===== config.mk =====
export PLATFORM = sky130hd
export DESIGN_NAME = purst_ctrl
export DESIGN_NICKNAME = d
export VERILOG_FILES = /design/src/rtl/purst_pkg.sv /design/src/rtl/purst_ctrl.sv
export SDC_FILE = /design/constraint.sdc
export NUM_CORES = 1
export LEC_CHECK = 0
export ABC_AREA = 1
export BUFFER_PORTS_ARGS = -buffer_cell sky130_fd_sc_hd__buf_2
export CAP_MARGIN = 20
export CORE_AREA = 2 2 39 41
export CTS_CLUSTER_SIZE = 28
export DETAILED_ROUTE_END_ITERATION = 16
export DIE_AREA = 0 0 41 43
export PLACE_DENSITY_LB_ADDON = 0.1
export SLEW_MARGIN = 10
export SYNTH_ARGS = -nofsm -noshare
export SYNTH_HDL_FRONTEND = slang
export SYNTH_SLANG_ARGS = --single-unit

===== constraint.sdc =====
create_clock -name clk_i -period 1.7 [get_ports clk_i]
set_clock_uncertainty 0.2 [all_clocks]
set_input_delay 0.34 -clock clk_i [delete_from_list [all_inputs] [get_ports clk_i]]
set_output_delay 0.34 -clock clk_i [all_outputs]
set_load 0.03 [all_outputs]

===== src/rtl/purst_pkg.sv =====
// Package for the range-sum tree: field widths, word types, control structs.
// No dependencies.
package purst_pkg;

  localparam int unsigned IDX_W = 10;
  localparam int unsigned VAL_W = 32;
  localparam int unsigned SUM_W = 48;
  localparam int unsigned CNT_W = 11;
  localparam logic [CNT_W-1:0] CNT_RESET = 11'd1024;

  localparam logic FUNC_SET   = 1'b0;
  localparam logic FUNC_QUERY = 1'b1;

  typedef struct packed {
    logic                    func;
    logic [IDX_W-1:0]        first_index;
    logic [IDX_W-1:0]        last_index;
    logic signed [VAL_W-1:0] new_value;
  } in_word_t;

  typedef struct packed {
    logic signed [SUM_W-1:0] range_sum;
    logic                    range_error;
  } out_word_t;

  typedef struct packed {
    logic clr;
    logic load;
    logic set_leaf;
    logic set_up;
    logic qry_step;
    logic result;
  } cmd_t;

  typedef struct packed {
    logic clr_last;
    logic is_set;
    logic set_ok;
    logic qry_ok;
    logic more;
    logic p_last;
  } sts_t;

endpackage


===== src/rtl/purst_ctrl.sv =====
// Sequencer for the range-sum tree: clearing pass, set walk, query walk.
// Depends on purst_pkg.
module purst_ctrl import purst_pkg::*; (
  input  logic clk_i,
  input  logic rst_ni,
  input  logic start,
  output logic busy,
  input  sts_t sts_i,
  output cmd_t cmd_o
);

  typedef enum logic [6:0] {
    ST_CLEAR    = 7'b0000001,
    ST_IDLE     = 7'b0000010,
    ST_DECODE   = 7'b0000100,
    ST_SET_LEAF = 7'b0001000,
    ST_SET_UP   = 7'b0010000,
    ST_QRY_WALK = 7'b0100000,
    ST_RESULT   = 7'b1000000
  } state_e;

  state_e state_q, state_d;

  always_ff @(posedge clk_i or negedge rst_ni) begin
    if (!rst_ni) begin
      state_q <= ST_CLEAR;
    end else begin
      state_q <= state_d;
    end
  end

  always_comb begin
    state_d = state_q;
    cmd_o   = '0;
    case (state_q)
      ST_CLEAR: begin
        cmd_o.clr = 1'b1;
        if (sts_i.clr_last) begin
          state_d = ST_IDLE;
        end
      end
      ST_IDLE: begin
        if (start) begin
          cmd_o.load = 1'b1;
          state_d    = ST_DECODE;
        end
      end
      ST_DECODE: begin
        if (sts_i.is_set) begin
          state_d = sts_i.set_ok ? ST_SET_LEAF : ST_IDLE;
        end else begin
          state_d = sts_i.qry_ok ? ST_QRY_WALK : ST_RESULT;
        end
      end
      ST_SET_LEAF: begin
        cmd_o.set_leaf = 1'b1;
        state_d        = ST_SET_UP;
      end
      ST_SET_UP: begin
        cmd_o.set_up = 1'b1;
        if (sts_i.p_last) begin
          state_d = ST_IDLE;
        end
      end
      ST_QRY_WALK: begin
        if (sts_i.more) begin
          cmd_o.qry_step = 1'b1;
        end else begin
          state_d = ST_RESULT;
        end
      end
      ST_RESULT: begin
        cmd_o.result = 1'b1;
        state_d      = ST_IDLE;
      end
      default: begin
        state_d = ST_CLEAR;
      end
    endcase
  end

  assign busy = (state_q != ST_IDLE);

endmodule


==> flow_metrics.env <==
export IMPL_status="finished with violations"
export IMPL_failed_checks="setup timing"
export IMPL_r2r_slack_ns=0.07
export IMPL_cts_tree="done"
export IMPL_rr_endpoint="state_q[1]"
export IMPL_cp_max_fo=3
export IMPL_h_tree_depth=1
export IMPL_maxUsedRoutingLayer="met4"
export IMPL_slew_headroom_pct=82.99
export IMPL_cp_cell_sequence="nand2_1 -> nor2_2 -> nand2_2 -> inv_2 -> buf_6"
export IMPL_synth_edf_count=0
export IMPL_cpPeakStageDelay_ns=0.54
export IMPL_holdPathStages=2
export IMPL_n_antenna_cell=0
export IMPL_grt_start_max_net_pins=8
export IMPL_first_global_vias=552
export IMPL_synth_seq_cells=7
export IMPL_gp_congestion=0.7690
export IMPL_async_reset_ff_share_pct=100.0
export IMPL_top_register="state_q"
export IMPL_post_dp_cell_area_um2=611.8
export IMPL_cts_inserted_buffers=3
export IMPL_cp_required_ns=1.16
export IMPL_syn_inst=78
export IMPL_yosys_warnings=0
export IMPL_layout_drive_gt1_share_pct=60.34
export IMPL_max_freq_mhz=550.5
export IMPL_ys_seq_area_share_pct=35.88
export IMPL_max_clock_path_buffers=2
export IMPL_via_per_inst=4.394
export IMPL_drt_wirelength_per_cell_um=11.21
export IMPL_drt_met1_wl_um=649
export IMPL_r2r_start="state_q[5]"
export IMPL_critPathKind="flip-flop to primary output"
export IMPL_coreArea_um2=1384
export IMPL_slowest_stage="dfstp_2"
export IMPL_drc=0
export IMPL_grt_overflow_total=0
export IMPL_hpwl_um=976.9
export IMPL_track_usage_pct=19.21
export IMPL_top_regs="state_q x7"
export IMPL_leakagePower_nw=0.4930
export IMPL_setup_viol=6
export IMPL_drt_iter0_drc=10
export IMPL_worst_ep_arrival_time_ns=1.28
export IMPL_io_pins=16
export IMPL_final_hold_viol_count=0
export IMPL_netlist_area_leader_share_pct=30.53
export IMPL_drv_cap=0
export IMPL_syn_area_per_cell_um2=6.304
export IMPL_hp_class="input port to flip-flop"
export IMPL_worstMarginPinSlew_ns=0.2542
export IMPL_r2r_cells=11
export IMPL_yosysUniqueCellTypes=14
export IMPL_route_met3_wl_um=30
export IMPL_nNetsFinal=126
export IMPL_firstDrtPassIters=4
export IMPL_start_util_pct=35.53
export IMPL_syn_nets=87
export IMPL_grt_antenna_before_repair=0
export IMPL_port_buffer_count=15
export IMPL_min_from="sts_i[4]"
export IMPL_fin_crit_sh_pct=106.8
export IMPL_worstHoldEndpoint="state_q[5]"
export IMPL_slew_viol_final=0
export IMPL_synth_flop_cell="dfrtp_1"
export IMPL_clock_sinks=7
export IMPL_largest_register_ff_count=7
export IMPL_die_y_um=43
export IMPL_synth_area_top_cells="dfrtp_1 31%, nand2_1 16%, inv_1 11%"
export IMPL_finalSetupTns_ns=-0.4961
export IMPL_fin_crit_ns=1.816
export IMPL_clk_pin_slew_ns=0.06
export IMPL_ant_nets=0
export IMPL_met2_length_um=786
export IMPL_setup_ws_ns=-0.1164
export IMPL_critPathLaunchType="flip-flop"
export IMPL_area_growth_pct=88.80
export IMPL_yosys_area_top_type="dfrtp_1"
export IMPL_grt_pass1_wl_mm=2.228
export IMPL_pwr_density_cell_nw_per_um2=1213
export IMPL_crit_path_end_kind="primary output"
export IMPL_vias=580
export IMPL_ir_drop_uv=603.0
export IMPL_wl_mm=1.480
export IMPL_insertion_delay_ns=0.25
export IMPL_std_cell_rows=14
export IMPL_rsz0062_at_grt="yes"
export IMPL_die_area_um2=1763
export IMPL_stdcell_area_um2=928.4
export IMPL_cts_root_buffer="clkbuf_4"
export IMPL_synth_area_um2=491.7
export IMPL_die_w_um=41
## how the worst max path moves through the flow
stage          endpoint  cells after the start  slack (ns)       start
2_1_floorplan  cmd_o[4]                      5        0.09  state_q[5]
3_3_place_gp   cmd_o[1]                      6        0.04  state_q[3]
3_5_place_dp   cmd_o[1]                      6        0.05  state_q[4]
4_1_cts        cmd_o[4]                      6       -0.12  state_q[2]
5_1_grt        cmd_o[3]                      6       -0.19  state_q[5]
6_report       cmd_o[5]                      5       -0.12  state_q[0]
## logic make-up (layout without fill, tap and decap cells)
| group | count (synthesis) | count (layout) | share of synthesized area (%) |
|---|---|---|---|
| compound gates | 2 | 2 | 2.544 |
| buf+inv | 17 | 55 | 12.98 |
| flops | 7 | 7 | 35.88 |
| simple gates | 52 | 52 | 48.60 |
## worst max-delay path, delay by kind of cell (launching register included)
family	cells	cell delay, ns
buffers and inverters	2	0.20
DFF	1	0.54
and+or+nand+nor	3	0.28
## power by group
group	switching, mW	total, mW	leakage (nW)	internal [mW]
Sequential	0.0321	0.243	0.0925	0.211
Clock	0.0602	0.150	0.0150	0.0895
Combinational	0.418	0.734	0.385	0.316
Total	0.511	1.13	0.493	0.616
## layer usage
metal	global-route usage, %	vias up
met5	0	-
met4	10.00	0
met3	3.141	2
met2	30.31	13
met1	23.68	258
li1	-	307
## cell usage in the layout (no fill, tap or decap), drive strengths merged
| cell type | synthesis | layout |
|---|---|---|
| nand3 | 8 | 8 |
| buf | 0 | 33 |
| clkbuf | 0 | 4 |
| nand2 | 24 | 24 |
| o31ai | 1 | 1 |
| o21ai | 1 | 1 |
| dlygate4sd3 | 0 | 1 |
| nor2 | 19 | 19 |
| dfstp | 1 | 1 |
| nor3 | 1 | 1 |
| inv | 17 | 17 |
| dfrtp | 6 | 6 |
## final cells by class
class | count | area (um2)
Clock buffer | 4 | 26.28
Fill cell | 113 | 455.4
Inverter | 17 | 63.81
Multi-Input combinational cell | 54 | 362.8
Sequential cell | 7 | 176.4
Tap cell | 16 | 20.02
Timing Repair Buffer | 34 | 279.0
## synthesized netlist by cell type, types with 2 or more instances
cell and n:
nor2_4 2, inv_2 2, dfrtp_1 6, inv_1 15, nand2_1 21, nor2_2 2
nand2_2 3, nand3_1 7, nor2_1 15
## per-stage QoR
stage,worst slack [ns],hold WS [ns],instances,power [mW],utilization [%]
after floorplan,0.08980,-0.1556,78,0.5497,-
after global placement,0.03794,-0.01757,111,0.6455,44.21
after detailed placement,0.05168,-0.01801,111,0.6487,44.21
after CTS,-0.1231,0.1000,132,1.043,62.21
after global routing,-0.1878,0.1175,132,1.201,67.09
final,-0.1164,0.1127,132,1.126,67.09
## timing repair
| action | in CTS | in global routing |
|---|---|---|
| setup endpoints to repair | 7 | 12 |
| pin swaps | 13 | 12 |
| hold buffers | 1 | 0 |
| resized for setup | 30 | 19 |
| endpoints found under the hold margin | 7 | 0 |
| buffers inserted | 16 | 4 |
(Power assumes the default switching activity.)
